File: src/sv/tasp_pkg.sv
`timescale 1ns / 1ps
`default_nettype none

package tasp_pkg;

    localparam int DIST_WIDTH = 16;
    localparam int NUM_AXES   = 3;
    localparam int CFG_IDX_W  = 2;

    // width of the packed input payload, rounded up to whole bytes
    localparam int IN_FIELDS_W = 3 * DIST_WIDTH + 6;
    localparam int IN_TDATA_W  = ((IN_FIELDS_W + 7) / 8) * 8;
    localparam int OUT_TDATA_W = 8;

    typedef logic [DIST_WIDTH-1:0] dist_t;
    typedef logic [CFG_IDX_W-1:0]  cfg_idx_t;

    // register indexes on the configuration port
    localparam cfg_idx_t CFG_HOME_DIST_A = 2'd0;
    localparam cfg_idx_t CFG_HOME_DIST_B = 2'd1;
    localparam cfg_idx_t CFG_HOME_DIST_C = 2'd2;

    // item kinds carried in tuser
    localparam logic FUNC_START = 1'b0;
    localparam logic FUNC_TICK  = 1'b1;

    localparam dist_t HOME_DIST_A_RST = dist_t'(6800);
    localparam dist_t HOME_DIST_B_RST = dist_t'(6554);
    localparam dist_t HOME_DIST_C_RST = dist_t'(6520);

    typedef struct packed {
        dist_t [NUM_AXES-1:0]  target;
        dist_t                 step_index;
        logic  [NUM_AXES-1:0]  limit_latched;
        logic  [NUM_AXES-1:0]  reversed_once;
        logic  [NUM_AXES-1:0]  dir_levels;
        logic                  moving;
    } state_t;

    typedef struct packed {
        logic                  func;
        dist_t [NUM_AXES-1:0]  counts;
        logic  [NUM_AXES-1:0]  reverse;
        logic  [NUM_AXES-1:0]  limit;
    } item_t;

    typedef struct packed {
        logic [NUM_AXES-1:0] step;
        logic [NUM_AXES-1:0] dir_level;
        logic                busy;
        logic                done;
    } result_t;

endpackage

`default_nettype wire

File: src/sv/tasp_cfg_regs.sv
`timescale 1ns / 1ps
`default_nettype none

module tasp_cfg_regs
    import tasp_pkg::*;
(
    input  wire logic                  clk,
    input  wire logic                  rst_n,
    input  wire logic                  wr_en,
    input  wire cfg_idx_t              wr_index,
    input  wire dist_t                 wr_data,
    output dist_t [NUM_AXES-1:0]       home_dist
);

    dist_t [NUM_AXES-1:0] home_dist_reg;

    always_ff @(posedge clk or negedge rst_n)
    begin
        if (!rst_n)
        begin
            home_dist_reg[0] <= HOME_DIST_A_RST;
            home_dist_reg[1] <= HOME_DIST_B_RST;
            home_dist_reg[2] <= HOME_DIST_C_RST;
        end
        else if (wr_en)
        begin
            unique case (wr_index)
                CFG_HOME_DIST_A: home_dist_reg[0] <= wr_data;
                CFG_HOME_DIST_B: home_dist_reg[1] <= wr_data;
                CFG_HOME_DIST_C: home_dist_reg[2] <= wr_data;
                default:         ; // unused index, write dropped
            endcase
        end
    end

    assign home_dist = home_dist_reg;

endmodule

`default_nettype wire

File: src/sv/tasp_step_core.sv
`timescale 1ns / 1ps
`default_nettype none

module tasp_step_core
    import tasp_pkg::*;
(
    input  wire state_t                state_cur,
    input  wire item_t                 item,
    input  wire dist_t [NUM_AXES-1:0]  home_dist,
    output state_t                     state_next,
    output result_t                    result
);

    always_comb
    begin
        state_t                st;
        logic [NUM_AXES-1:0]   steps;
        logic [NUM_AXES-1:0]   lim;
        logic                  any_left;

        st       = state_cur;
        steps    = '0;
        lim      = '0;
        any_left = 1'b0;
        result   = '0;

        if (item.func == FUNC_START)
        begin
            // start: load counts, set pins, clear the move's marks
            st.target        = item.counts;
            st.dir_levels    = ~item.reverse;
            st.step_index    = '0;
            st.limit_latched = '0;
            st.reversed_once = '0;
            for (int k = 0; k < NUM_AXES; k++)
                if (item.counts[k] != '0)
                    any_left = 1'b1;
            st.moving   = any_left;
            result.busy = any_left;
            result.done = !any_left;
        end
        else if (state_cur.moving)
        begin
            lim = state_cur.limit_latched | item.limit;
            st.limit_latched = lim;
            // axes in order a, b, c; a reversal clears the index for later axes
            for (int k = 0; k < NUM_AXES; k++)
            begin
                if (st.step_index < st.target[k])
                begin
                    if (lim[k] && !st.reversed_once[k])
                    begin
                        st.reversed_once[k] = 1'b1;
                        st.step_index       = '0;
                        st.dir_levels[k]    = 1'b0;
                        st.target[k]        = home_dist[k];
                    end
                    steps[k] = 1'b1;
                end
            end
            st.step_index = st.step_index + dist_t'(1);
            for (int k = 0; k < NUM_AXES; k++)
                if (st.target[k] > st.step_index)
                    any_left = 1'b1;
            if (!any_left)
            begin
                st.moving        = 1'b0;
                st.limit_latched = '0;
                st.reversed_once = '0;
            end
            result.step = steps;
            result.busy = any_left;
            result.done = !any_left;
        end

        result.dir_level = st.dir_levels;
        state_next       = st;
    end

endmodule

`default_nettype wire

File: src/sv/three_axis_step_pulser_homing.sv
`timescale 1ns / 1ps
`default_nettype none

// Three-axis step pulse sequencer with limit-switch homing. A start item
// (tuser 0) loads the three step counts and sets the direction pins, low for
// a set reverse bit; a tick item (tuser 1) is one step period: it latches the
// limit events, pulses each axis whose count is above the shared step index
// and, on the first limit hit of an axis, reverses that axis onto its homing
// distance and restarts the index. Every item gives exactly one result item
// with the step pulses, the pin levels and busy/done flags. An item is taken
// every clock unless both registers are full and the sink stalls, when the
// input is held off. The item is held in the input register, then passes
// through the step logic into the result register, which holds it while the
// sink stalls. The user must write the homing distances over the cfg port
// only while no item is in flight; the block itself does not enforce it.

module three_axis_step_pulser_homing
    import tasp_pkg::*;
(
    input  wire logic                    clk,
    input  wire logic                    rst_n,

    // input items
    input  wire logic                    s_axis_tvalid,
    output logic                         s_axis_tready,
    // dist_a[15:0], dist_b[31:16], dist_c[47:32], reverse_a, reverse_b,
    // reverse_c, limit_a, limit_b, limit_c, zero padding to 56 bits
    input  wire logic [IN_TDATA_W-1:0]   s_axis_tdata,
    // func: 0 start, 1 tick
    input  wire logic                    s_axis_tuser,

    // result items
    output logic                         m_axis_tvalid,
    input  wire logic                    m_axis_tready,
    // step_a, step_b, step_c, dir_level_a, dir_level_b, dir_level_c,
    // busy_res, done_res
    output logic [OUT_TDATA_W-1:0]       m_axis_tdata,

    // configuration writes
    input  wire logic                    cfg_valid,
    output logic                         cfg_ready,
    input  wire cfg_idx_t                cfg_index,
    input  wire dist_t                   cfg_data
);

    localparam int REV_LSB = 3 * DIST_WIDTH;
    localparam int LIM_LSB = REV_LSB + NUM_AXES;

    logic     in_vld_reg;
    item_t    in_item_reg;
    logic     out_vld_reg;
    result_t  out_res_reg;
    state_t   state_reg;

    state_t               state_next;
    result_t              res_next;
    item_t                item_unpacked;
    dist_t [NUM_AXES-1:0] home_dist;
    logic                 out_free;
    logic                 in_accept;
    logic                 advance;

    // unpack the stream payload into item fields
    always_comb
    begin
        item_unpacked.func      = s_axis_tuser;
        item_unpacked.counts[0] = s_axis_tdata[DIST_WIDTH-1:0];
        item_unpacked.counts[1] = s_axis_tdata[2*DIST_WIDTH-1:DIST_WIDTH];
        item_unpacked.counts[2] = s_axis_tdata[3*DIST_WIDTH-1:2*DIST_WIDTH];
        item_unpacked.reverse   = s_axis_tdata[REV_LSB+NUM_AXES-1:REV_LSB];
        item_unpacked.limit     = s_axis_tdata[LIM_LSB+NUM_AXES-1:LIM_LSB];
    end

    // result slot is free when empty or being drained this cycle
    assign out_free      = !out_vld_reg || m_axis_tready;
    assign advance       = in_vld_reg && out_free;
    assign s_axis_tready = !in_vld_reg || out_free;
    assign in_accept     = s_axis_tvalid && s_axis_tready;
    assign cfg_ready     = 1'b1;

    tasp_cfg_regs u_cfg
    (
        .clk       (clk),
        .rst_n     (rst_n),
        .wr_en     (cfg_valid && cfg_ready),
        .wr_index  (cfg_index),
        .wr_data   (cfg_data),
        .home_dist (home_dist)
    );

    tasp_step_core u_core
    (
        .state_cur  (state_reg),
        .item       (in_item_reg),
        .home_dist  (home_dist),
        .state_next (state_next),
        .result     (res_next)
    );

    // input register
    always_ff @(posedge clk or negedge rst_n)
    begin
        if (!rst_n)
        begin
            in_vld_reg <= 1'b0;
        end
        else if (in_accept)
        begin
            in_vld_reg <= 1'b1;
        end
        else if (out_free)
        begin
            in_vld_reg <= 1'b0;
        end
    end

    always_ff @(posedge clk)
    begin
        if (in_accept)
            in_item_reg <= item_unpacked;
    end

    // move state and result register, updated as each item passes
    always_ff @(posedge clk or negedge rst_n)
    begin
        if (!rst_n)
        begin
            state_reg   <= '0;
            out_vld_reg <= 1'b0;
        end
        else if (advance)
        begin
            state_reg   <= state_next;
            out_vld_reg <= 1'b1;
        end
        else if (m_axis_tready)
        begin
            out_vld_reg <= 1'b0;
        end
    end

    always_ff @(posedge clk)
    begin
        if (advance)
            out_res_reg <= res_next;
    end

    assign m_axis_tvalid = out_vld_reg;
    assign m_axis_tdata  = {out_res_reg.done, out_res_reg.busy,
                            out_res_reg.dir_level, out_res_reg.step};

endmodule

`default_nettype wire
File: config.mk
export PLATFORM = sky130hd
export DESIGN_NAME = three_axis_step_pulser_homing
export DESIGN_NICKNAME = d
export VERILOG_FILES = /design/src/sv/tasp_pkg.sv /design/src/sv/tasp_cfg_regs.sv /design/src/sv/tasp_step_core.sv /design/src/sv/three_axis_step_pulser_homing.sv
export SDC_FILE = /design/constraint.sdc
export NUM_CORES = 1
export LEC_CHECK = 0
export ABC_AREA = 1
export BUFFER_PORTS_ARGS = -buffer_cell sky130_fd_sc_hd__buf_2
export CAP_MARGIN = 10
export CELL_PAD_IN_SITES_DETAIL_PLACEMENT = 0
export CELL_PAD_IN_SITES_GLOBAL_PLACEMENT = 2
export CORE_AREA = 2 2 177 179
export DETAILED_ROUTE_END_ITERATION = 7
export DIE_AREA = 0 0 179 181
export GPL_ROUTABILITY_DRIVEN = 0
export PLACE_DENSITY_LB_ADDON = 0.1
export SLEW_MARGIN = 15
export SYNTH_ARGS = -nofsm -noshare
export SYNTH_HDL_FRONTEND = slang
export SYNTH_SLANG_ARGS = --single-unit
File: constraint.sdc
create_clock -name clk -period 10.9 [get_ports clk]
set_input_delay 1.09 -clock clk [delete_from_list [all_inputs] [get_ports clk]]
set_output_delay 1.09 -clock clk [all_outputs]
set_load 0.05 [all_outputs]
==> flow_summary.ini, run 1 <==
[cells_and_area]
area_growth_pct = 14.1
num_antenna_cells = 0
largest_reg_flops = 74
final_nets = 1456
n_fill_cell = 3158
final_layout_size_suffix_gt1_share_pct = 15.1

[cts]
cts_resized = 0
numCtsBuffers = 17
clk_latency_ns = 0.46
clock_sinks = 187
path_clk_slew_ns = 0.08
post_cts_buffers = 0
ctsHoldBuffers = 0
clk_path_buf_depth = 2
cts_root_buffer = clkbuf_16
cts_tree = yes
htree_levels = 4

[sta]
skew_ns = 0.0146
setup_viol = 0
setup-tns-final_ns = 0
hold_violations = 0
setup_slack_ns = 2.35
slew_viol_final = 0
fin_crit_ns = 8.55
rsz0062_at_grt = false
max_slew_margin_pct = 40.0
timing.fmax_ghz = 0.117
finalCritPeriodShare_pct = 78.4
worst_pin_slew_ns = 0.900

[placed_design]
portBuffers = 87
place_hpwl_um = 24200
place_worst_setup_slack_ns = 2.24

[synthesis]
yosysMostFrequentCell = nand2_1
synthCells = 1214
synth-seq-cells = 187
synthFlopType = dfrtp_1
synth_area_leaders = dfrtp_1 25%, edfxtp_1 18%, ha_1 10%, nand2_1 9.6%, inv_1 5.9%
yosys.area.top_type = dfrtp_1
ys_seq_area_share_pct = 47.5
synth_common_cells = 269 x nand2_1, 166 x inv_1, 114 x o21ai_0, 105 x dfrtp_1, 92 x nand3_1
synth_area_mm2 = 0.0106
ys_types = 45
synth_area_per_cell_um2 = 8.71
yosys_warnings = 0
synth_enable_flop_cells = 63
synth_nets = 1382
yosysTopAreaCellShare_pct = 24.9
async_flop_share_pct = 66.3

[global_routing]
busiest_layer = met1
grtUsageMet1_pct = 32.4
antenna_found_initial = 0
grt_pass1_wl_um = 50400
use_met2_pct = 31.0
grt_max_degree = 65
grt_pass1_vias = 8405
grt_overflow = 0
grt_util_met3_pct = 3.60
grt_use_total_pct = 21.2

[drt]
drtIter0Drc = 604
vias_per_cell = 5.00
wl_um = 32600
num_vias = 8488
routedWlPerCell_um = 19.2
firstDrtPassIters = 5
drc = 0
ant_nets = 0

[floorplanning]
die_w_um = 179
start_util_pct = 34.8
core_mm2 = 0.0303
rows = 64
die_area_mm2 = 0.0324
die_y_um = 181
pin_count = 91

[setup_path]
startpoint_type = flip-flop
crit_arrival_ns = 8.73
critPathMaxStageDelay_ns = 0.48
cp-end-kind = flip-flop
cp.buffers_inverters = 9
path_class = reg -> reg
critPathMostFrequentCell = nand2_1
slowest_stage = mux2i_1
critPathRequiredTime_ns = 11.09
cp_max_fo = 50
path_delay_family = simple AND/OR/NAND/NOR gates

[job]
drv_cap = 0

[run_status]
outcome = finished clean

[worst_hold_path]
hp-class = reg -> reg

[power]
power.leakage_uw = 0.00577
p_per_area_mw_per_mm2 = 220
vdd_drop_max_mv = 0.119
layer usage:
metal,vias to the layer above,wire length (um)
met2,149,14100
met3,12,1230
met5,-,0
li1,4259,-
met4,0,255
met1,4068,17000
path summary, 6_finish.rpt:
| kind | start | to | slack, ns | depth (start not counted) |
|---|---|---|---|---|
| worst min-delay path | u_cfg.home_dist[47]$_DFFE_PN0P_ | u_cfg.home_dist[47]$_DFFE_PN0P_ | 0.49 | 2 |
| worst max-delay path | state_reg[19]$_DFFE_PN0P_ | m_axis_tdata[6]$_DFFE_PP_ | 2.35 | 48 |
| worst max register to register | state_reg[19]$_DFFE_PN0P_ | m_axis_tdata[6]$_DFFE_PP_ | 2.35 | 48 |
| min in group asynchronous | rst_n | state_reg[8]$_DFFE_PN0P_ | 0.54 | 1 |
| worst min register to register | u_cfg.home_dist[47]$_DFFE_PN0P_ | u_cfg.home_dist[47]$_DFFE_PN0P_ | 0.49 | 2 |
| max in group asynchronous | rst_n | state_reg[53]$_DFFE_PN0P_ | 8.59 | 3 |
metrics by stage:
stage	hold slack, ns	util (%)	std cells	instance area [um^2]	total power, uW
6_report	0.487	39.8	1697	12100	2660
5_1_grt	0.494	39.8	1697	12100	2880
4_1_cts	0.487	39.8	1697	12100	2680
3_5_place_dp	0.465	37.7	1665	11500	2020
3_3_place_gp	0.463	37.7	1665	11500	2010
2_1_floorplan	0.448	-	1214	10600	1700
placed cells by master (no fill, tap or decap), drive strengths merged:
cell / n
clkbuf: 18
dfrtp: 105
a22oi: 4
nor3: 7
edfxtp: 63
dfstp: 19
bufinv: 1
xnor2: 1
o31ai: 1
buf: 106
o21a: 2
conb: 1
ha: 88
or4: 1
nor4: 12
nand3b: 3
o21bai: 4
o221ai: 25
a21oi: 47
o21ai: 121
o221a: 2
or2: 1
o22ai: 3
nor2: 49
xor2: 7
mux2i: 1
nand3: 104
inv: 174
clkinv: 8
nand2: 280
nand4: 12
o2bb2ai: 1
clkinvlp: 1
o211ai: 25
a211oi: 4
worst register-to-register path, delay by kind of cell (launching register included):
family                     cells  cell delay (ns)
AOI/OAI and AO/OA              5             1.06
DFF                            1             0.42
adders and majority gates      5             1.22
and+or+nand+nor               28             3.86
muxes                          1             0.48
buffers and inverters          9             1.27
layout make-up:
class	count	area (um^2)	area share (%)
Clock inverter	14	180	1.49
Tap cell	396	495	4.11
Sequential cell	187	5020	41.6
Timing Repair Buffer	106	581	4.81
Multi-Input combinational cell	806	4720	39.1
Inverter	170	638	5.29
Clock buffer	18	429	3.56
report_power, final:
part           switching (uW)  internal (uW)
clock network             319            330
registers                69.5            887
logic                     702            349
total                    1090           1570
kinds of logic (layout without fill, tap and decap cells):
kind of cell / count (synthesis) / count (layout) / synth area share, %
AND/OR/NAND/NOR: 469 / 469 / 20.0
other: 1 / 1 / 0.0355
multiplexers: 1 / 1 / 0.0947
XOR/XNOR: 8 / 8 / 0.663
flip-flops: 187 / 187 / 47.5
AO/OA/AOI/OAI: 239 / 239 / 13.3
adder cells (fa/ha/maj): 88 / 88 / 10.4
buffers and inverters: 221 / 308 / 7.98
(Power assumes the default switching activity.)
==> run 2, diff against run 1 <==
Settings changed: ABC_AREA 1 to 0.
Clock period 10.9 ns to 7.7 ns, I/O delays scaled along.
==> run 2 against run 1 <==
  * The run now ends with setup timing left
  * Core utilization increased by 6.3 points
  * Setup slack got worse by 2.8 ns
  * Die area unchanged
  * Power up 61%
  * Global-route usage is 2.9 points higher
  * Largest power group unchanged
  * Highest routed layer unchanged
==> flow_summary.ini, run 2 <==
[cells_and_area]
final_nets = 1417
area_growth_pct = 32.8
layout.cells.most_common = buf_4
final_cell_mix = 157 x buf_4, 105 x dfrtp_1, 97 x nand2_1
multi_input_area_mm2 = 0.00586
largest_reg_flops = 74
num_antenna_cells = 0
final_layout_size_suffix_gt1_share_pct = 37.6
register_area_mm2 = 0.00502
n_fill_cell = 2936

[cts]
ctsHoldBuffers = 0
path_clk_slew_ns = 0.07
numCtsBuffers = 17
cts_tree = yes
clk_path_buf_depth = 2
clk_latency_ns = 0.45
htree_levels = 4
cts_root_buffer = clkbuf_16
clock_sinks = 187

[synthesis]
yosys.area.top_type = dfrtp_1
synth_area_leaders = dfrtp_1 25%, edfxtp_1 18%, ha_1 10%, mux2_2 5.1%, dfstp_2 4.7%
ys_types = 71
synthFlopType = dfrtp_1
synth-seq-cells = 187
synth_nets = 1190
synth_area_per_cell_um2 = 10.3
synth_common_cells = 108 x nand2_1, 105 x dfrtp_1, 88 x ha_1, 77 x o21ai_0, 63 x edfxtp_1
yosys_warnings = 0
synth_area_mm2 = 0.0105
synthCells = 1022
yosysTopAreaCellShare_pct = 25.0
yosysMostFrequentCell = nand2_1
ys_seq_area_share_pct = 47.7
synth_enable_flop_cells = 63
async_flop_share_pct = 66.3

[setup_path]
startpoint_type = flip-flop
slowest_stage = or4_4
path_delay_family = simple AND/OR/NAND/NOR gates
crit_arrival_ns = 8.43
cp_max_fo = 6
critPathMaxStageDelay_ns = 0.58
critPathMostFrequentCell = ha_4
cp-end-kind = flip-flop
path_class = reg -> reg
r2r_slack_ns = -0.42
cp.buffers_inverters = 6
critPathRequiredTime_ns = 8.01

[global_routing]
grt_overflow = 0
grt_pass1_wl_um = 56500
grt_max_degree = 64
antenna_found_initial = 0
grt_pass1_vias = 9043
grt_use_total_pct = 24.1

[sta]
fin_crit_ns = 8.12
setup_slack_ns = -0.418
timing.fmax_ghz = 0.123
max_slew_margin_pct = 18.8
finalCritPeriodShare_pct = 105
hold_violations = 0
slew_viol_final = 0
whs_ns = 0.298
rsz0062_at_grt = true
setup_viol = 9
worst_pin_slew_ns = 1.21
skew_ns = 0.0114

[placed_design]
place_worst_setup_slack_ns = -0.741
portBuffers = 87
place_hpwl_um = 27600

[power]
p_per_area_mw_per_mm2 = 305
finalPower_uw = 4270
power.leakage_uw = 0.00599
vdd_drop_max_mv = 0.177

[drt]
drc = 0
wl_met2_um = 17700
ant_nets = 0
drt-met1-wl_um = 16700
vias_per_cell = 5.42
dr.max_layer_used = met4
num_vias = 8989
routedWlPerCell_um = 22.8
wl_um = 37800
drtIter0Drc = 617
firstDrtPassIters = 5
wl_met3_um = 1670

[floorplanning]
pin_count = 91
die_y_um = 181
start_util_pct = 34.7
die_w_um = 179
die_area_mm2 = 0.0324
core_mm2 = 0.0303
rows = 64

[worst_hold_path]
hp-class = in -> async

[run_status]
violations = setup timing
outcome = finished with violations

[job]
drv_cap = 0
[run 2: final cells by class]
cell class / instances / share of cell area (%)
multi-input cells: 728 / 41.9
clock inverters: 10 / 0.913
flip-flops and latches: 187 / 35.9
inverters: 60 / 1.63
repair buffers: 255 / 12.7
well taps: 396 / 3.54
clock buffers: 22 / 3.48
[run 2: routing by layer]
metal,global-route usage (%),vias up
met5,0,-
met4,10.5,0
met3,4.04,61
met2,38.2,238
met1,32.2,4418
li1,-,4272
[run 2: per-stage QoR]
stage               util [%]  area [um^2]  cells  TNS, ns
CTS                     44.7        13600   1645    -4.85
detailed placement      41.8        12700   1598    -6.29
global route            46.1        14000   1658    -6.09
floorplan                  -        10900   1022    -5.98
finish                  46.1        14000   1658    -3.49
global placement        41.8        12700   1598    -5.71
[run 2: timing repair]
action                                  CTS  global route
pin swaps                                29            35
cloned                                    2             1
resized for setup                        38            62
endpoints found under the setup margin    9             9
setup buffers                            13            12
[run 2: power breakdown]
group	internal (uW)	switching [uW]	leakage, uW
registers	1230	101	0.00204
logic	870	1130	0.00366
clock network	523	411	0.000294
[run 2: kinds of logic (layout without fill, tap and decap cells)]
kind of cell / after synthesis / after routing / synth area share (%)
compound gates: 282 / 282 / 17.3
xor+xnor: 18 / 18 / 1.50
fa+ha+maj: 89 / 89 / 10.6
buf+inv: 110 / 347 / 4.12
flops: 187 / 187 / 47.7
mux: 51 / 51 / 5.42
other cells: 1 / 1 / 0.0356
simple gates: 284 / 287 / 13.4
[run 2: final timing paths]
path | from | endpoint | depth (start not counted)
worst min register to register | state_reg[3]$_DFFE_PN0P_ | state_reg[3]$_DFFE_PN0P_ | 2
worst min-delay path | rst_n | state_reg[54]$_DFFE_PN0P_ | 1
worst max-delay path | state_reg[35]$_DFFE_PN0P_ | state_reg[0]$_DFFE_PN0P_ | 43
min in group clk | state_reg[3]$_DFFE_PN0P_ | state_reg[3]$_DFFE_PN0P_ | 2
max in group asynchronous | rst_n | state_reg[32]$_DFFE_PN0P_ | 2
worst max register to register | state_reg[35]$_DFFE_PN0P_ | state_reg[0]$_DFFE_PN0P_ | 43
==> run 3, diff against run 2 <==
Settings changed: BUFFER_PORTS_ARGS -buffer_cell sky130_fd_sc_hd__buf_2 to default, DONT_BUFFER_PORTS from default to 1.
==> run 3 against run 2 <==
  * Power is 3.3% lower
  * Core utilization is 2.3 points lower
  * Largest power group unchanged
  * Combinational power is 5% lower
  * The flow still finishes with violations (setup timing)
  * Via count is 4.6% lower
  * Sequential power hardly changed
  * Clock-buffer cell count is 4 lower
  * First-iteration DRC count is 15% lower
  * Critical path type unchanged
  * Critical endpoint is now state_reg[6]$_DFFE_PN0P_
  * Sequential cell count stayed put
  * Clock skew is 0.0021 ns higher
==> flow_summary.ini, run 3 (synthesis results as in run 2) <==
[run_status]
outcome = finished with violations
violations = setup timing

[setup_path]
path_delay_family = simple AND/OR/NAND/NOR gates
cp-end-kind = flip-flop
path_class = reg -> reg
crit_arrival_ns = 8.64
r2r_cells = 42
startpoint_type = flip-flop
critPathRequiredTime_ns = 8.04
slowest_stage = or4_4
crit_cells = 42
critPathMostFrequentCell = ha_4
cp.buffers_inverters = 6
critPathMaxStageDelay_ns = 0.56
cp_max_fo = 8

[cells_and_area]
num_antenna_cells = 0
largest_reg_flops = 74
area_growth_pct = 26.2
n_fill_cell = 2932
final_nets = 1322
final_layout_size_suffix_gt1_share_pct = 30.8
final_cell_mix = 155 x buf_4, 105 x dfrtp_1, 99 x nand2_1
layout.cells.most_common = buf_4

[sta]
skew_ns = 0.0135
setup_viol = 9
fin_crit_ns = 8.30
finalCritPeriodShare_pct = 108
rsz0062_at_grt = true
slew_viol_final = 0
hold_violations = 0
setup_slack_ns = -0.605
whs_ns = 0.157
timing.fmax_ghz = 0.120
max_slew_margin_pct = 16.7
worst_pin_slew_ns = 1.24

[floorplanning]
die_area_mm2 = 0.0324
die_w_um = 179
pin_count = 91
rows = 64
die_y_um = 181
start_util_pct = 34.7
core_mm2 = 0.0303

[power]
p_per_area_mw_per_mm2 = 311
vdd_drop_max_mv = 0.182
finalPower_uw = 4130
power.leakage_uw = 0.00558

[cts]
htree_levels = 4
numCtsBuffers = 17
path_clk_slew_ns = 0.07
clk_path_buf_depth = 2
clock_sinks = 187
clk_latency_ns = 0.46
cts_tree = yes
cts_root_buffer = clkbuf_16

[drt]
ant_nets = 0
routedWlPerCell_um = 24.5
firstDrtPassIters = 5
num_vias = 8573
drtIter0Drc = 526
vias_per_cell = 5.48
drc = 0
wl_um = 38400

[placed_design]
portBuffers = 0
place_worst_setup_slack_ns = -0.784
place_hpwl_um = 27700

[global_routing]
grt_pass1_wl_um = 56900
antenna_found_initial = 0
grt_max_degree = 70
grt_overflow = 0
grt_pass1_vias = 8803
grt_use_total_pct = 24.3

[worst_hold_path]
hp-class = in -> async

[job]
drv_cap = 0
-- run 3: changes by cell type in the layout (fill, tap and decap cells not counted), sizes merged --
cell	previous run	this run
buf	255	162
clkbuf	22	18
clkinv	2	6
bufinv	2	0
inv	64	66
or4	6	4
-- run 3: power breakdown --
part / internal, uW / total [uW] / switching (uW)
clock network: 427 / 868 / 440
logic: 822 / 1910 / 1090
registers: 1230 / 1350 / 120
-- run 3: metrics by stage --
stage | setup TNS, ns | util, % | std cells | cell area (um^2)
global placement | -6.48 | 40.1 | 1505 | 12200
floorplan | -5.98 | - | 1022 | 10900
finish | -5.21 | 43.8 | 1563 | 13300
CTS | -4.49 | 43.0 | 1554 | 13100
global route | -8.24 | 43.8 | 1563 | 13300
detailed placement | -6.68 | 40.1 | 1505 | 12200
-- run 3: what timing repair did --
item                                    CTS  global route
setup buffers                            14             9
endpoints found under the setup margin    9             9
gates resized for setup                  35            30
endpoints found under the hold margin    69             0
cloned                                    1             0
pin swaps                                26            17
hold buffers                              2             0
-- run 3: area by class of cell --
class,instances,area [um^2],area share (%)
tap,396,495,3.73
clock inverter,14,134,1.01
timing repair buffer,162,1280,9.66
clock buffer,18,429,3.23
sequential,187,5020,37.8
inverter,60,228,1.71
multi-input combinational,726,5700,42.9
-- run 3: worst paths after layout --
check	from	endpoint	slack (ns)
min in group clk	s_axis_tdata[20]	in_item_reg[26]$_DFFE_PP_	0.40
setup / recovery	state_reg[37]$_DFFE_PN0P_	state_reg[6]$_DFFE_PN0P_	-0.60
setup reg to reg	state_reg[37]$_DFFE_PN0P_	state_reg[6]$_DFFE_PN0P_	-0.60
hold reg to reg	state_reg[2]$_DFFE_PN0P_	state_reg[2]$_DFFE_PN0P_	0.48
max in group asynchronous	rst_n	state_reg[59]$_DFFE_PN0P_	7.16
hold / removal	rst_n	u_cfg.home_dist[12]$_DFFE_PN1P_	0.16
-- run 3: metal layers --
| layer | routed length, um | global-route usage, % |
|---|---|---|
| met5 | 0 | 0 |
| met4 | 1070 | 8.20 |
| met3 | 1450 | 3.83 |
| met2 | 19000 | 41.0 |
| met1 | 16900 | 31.6 |
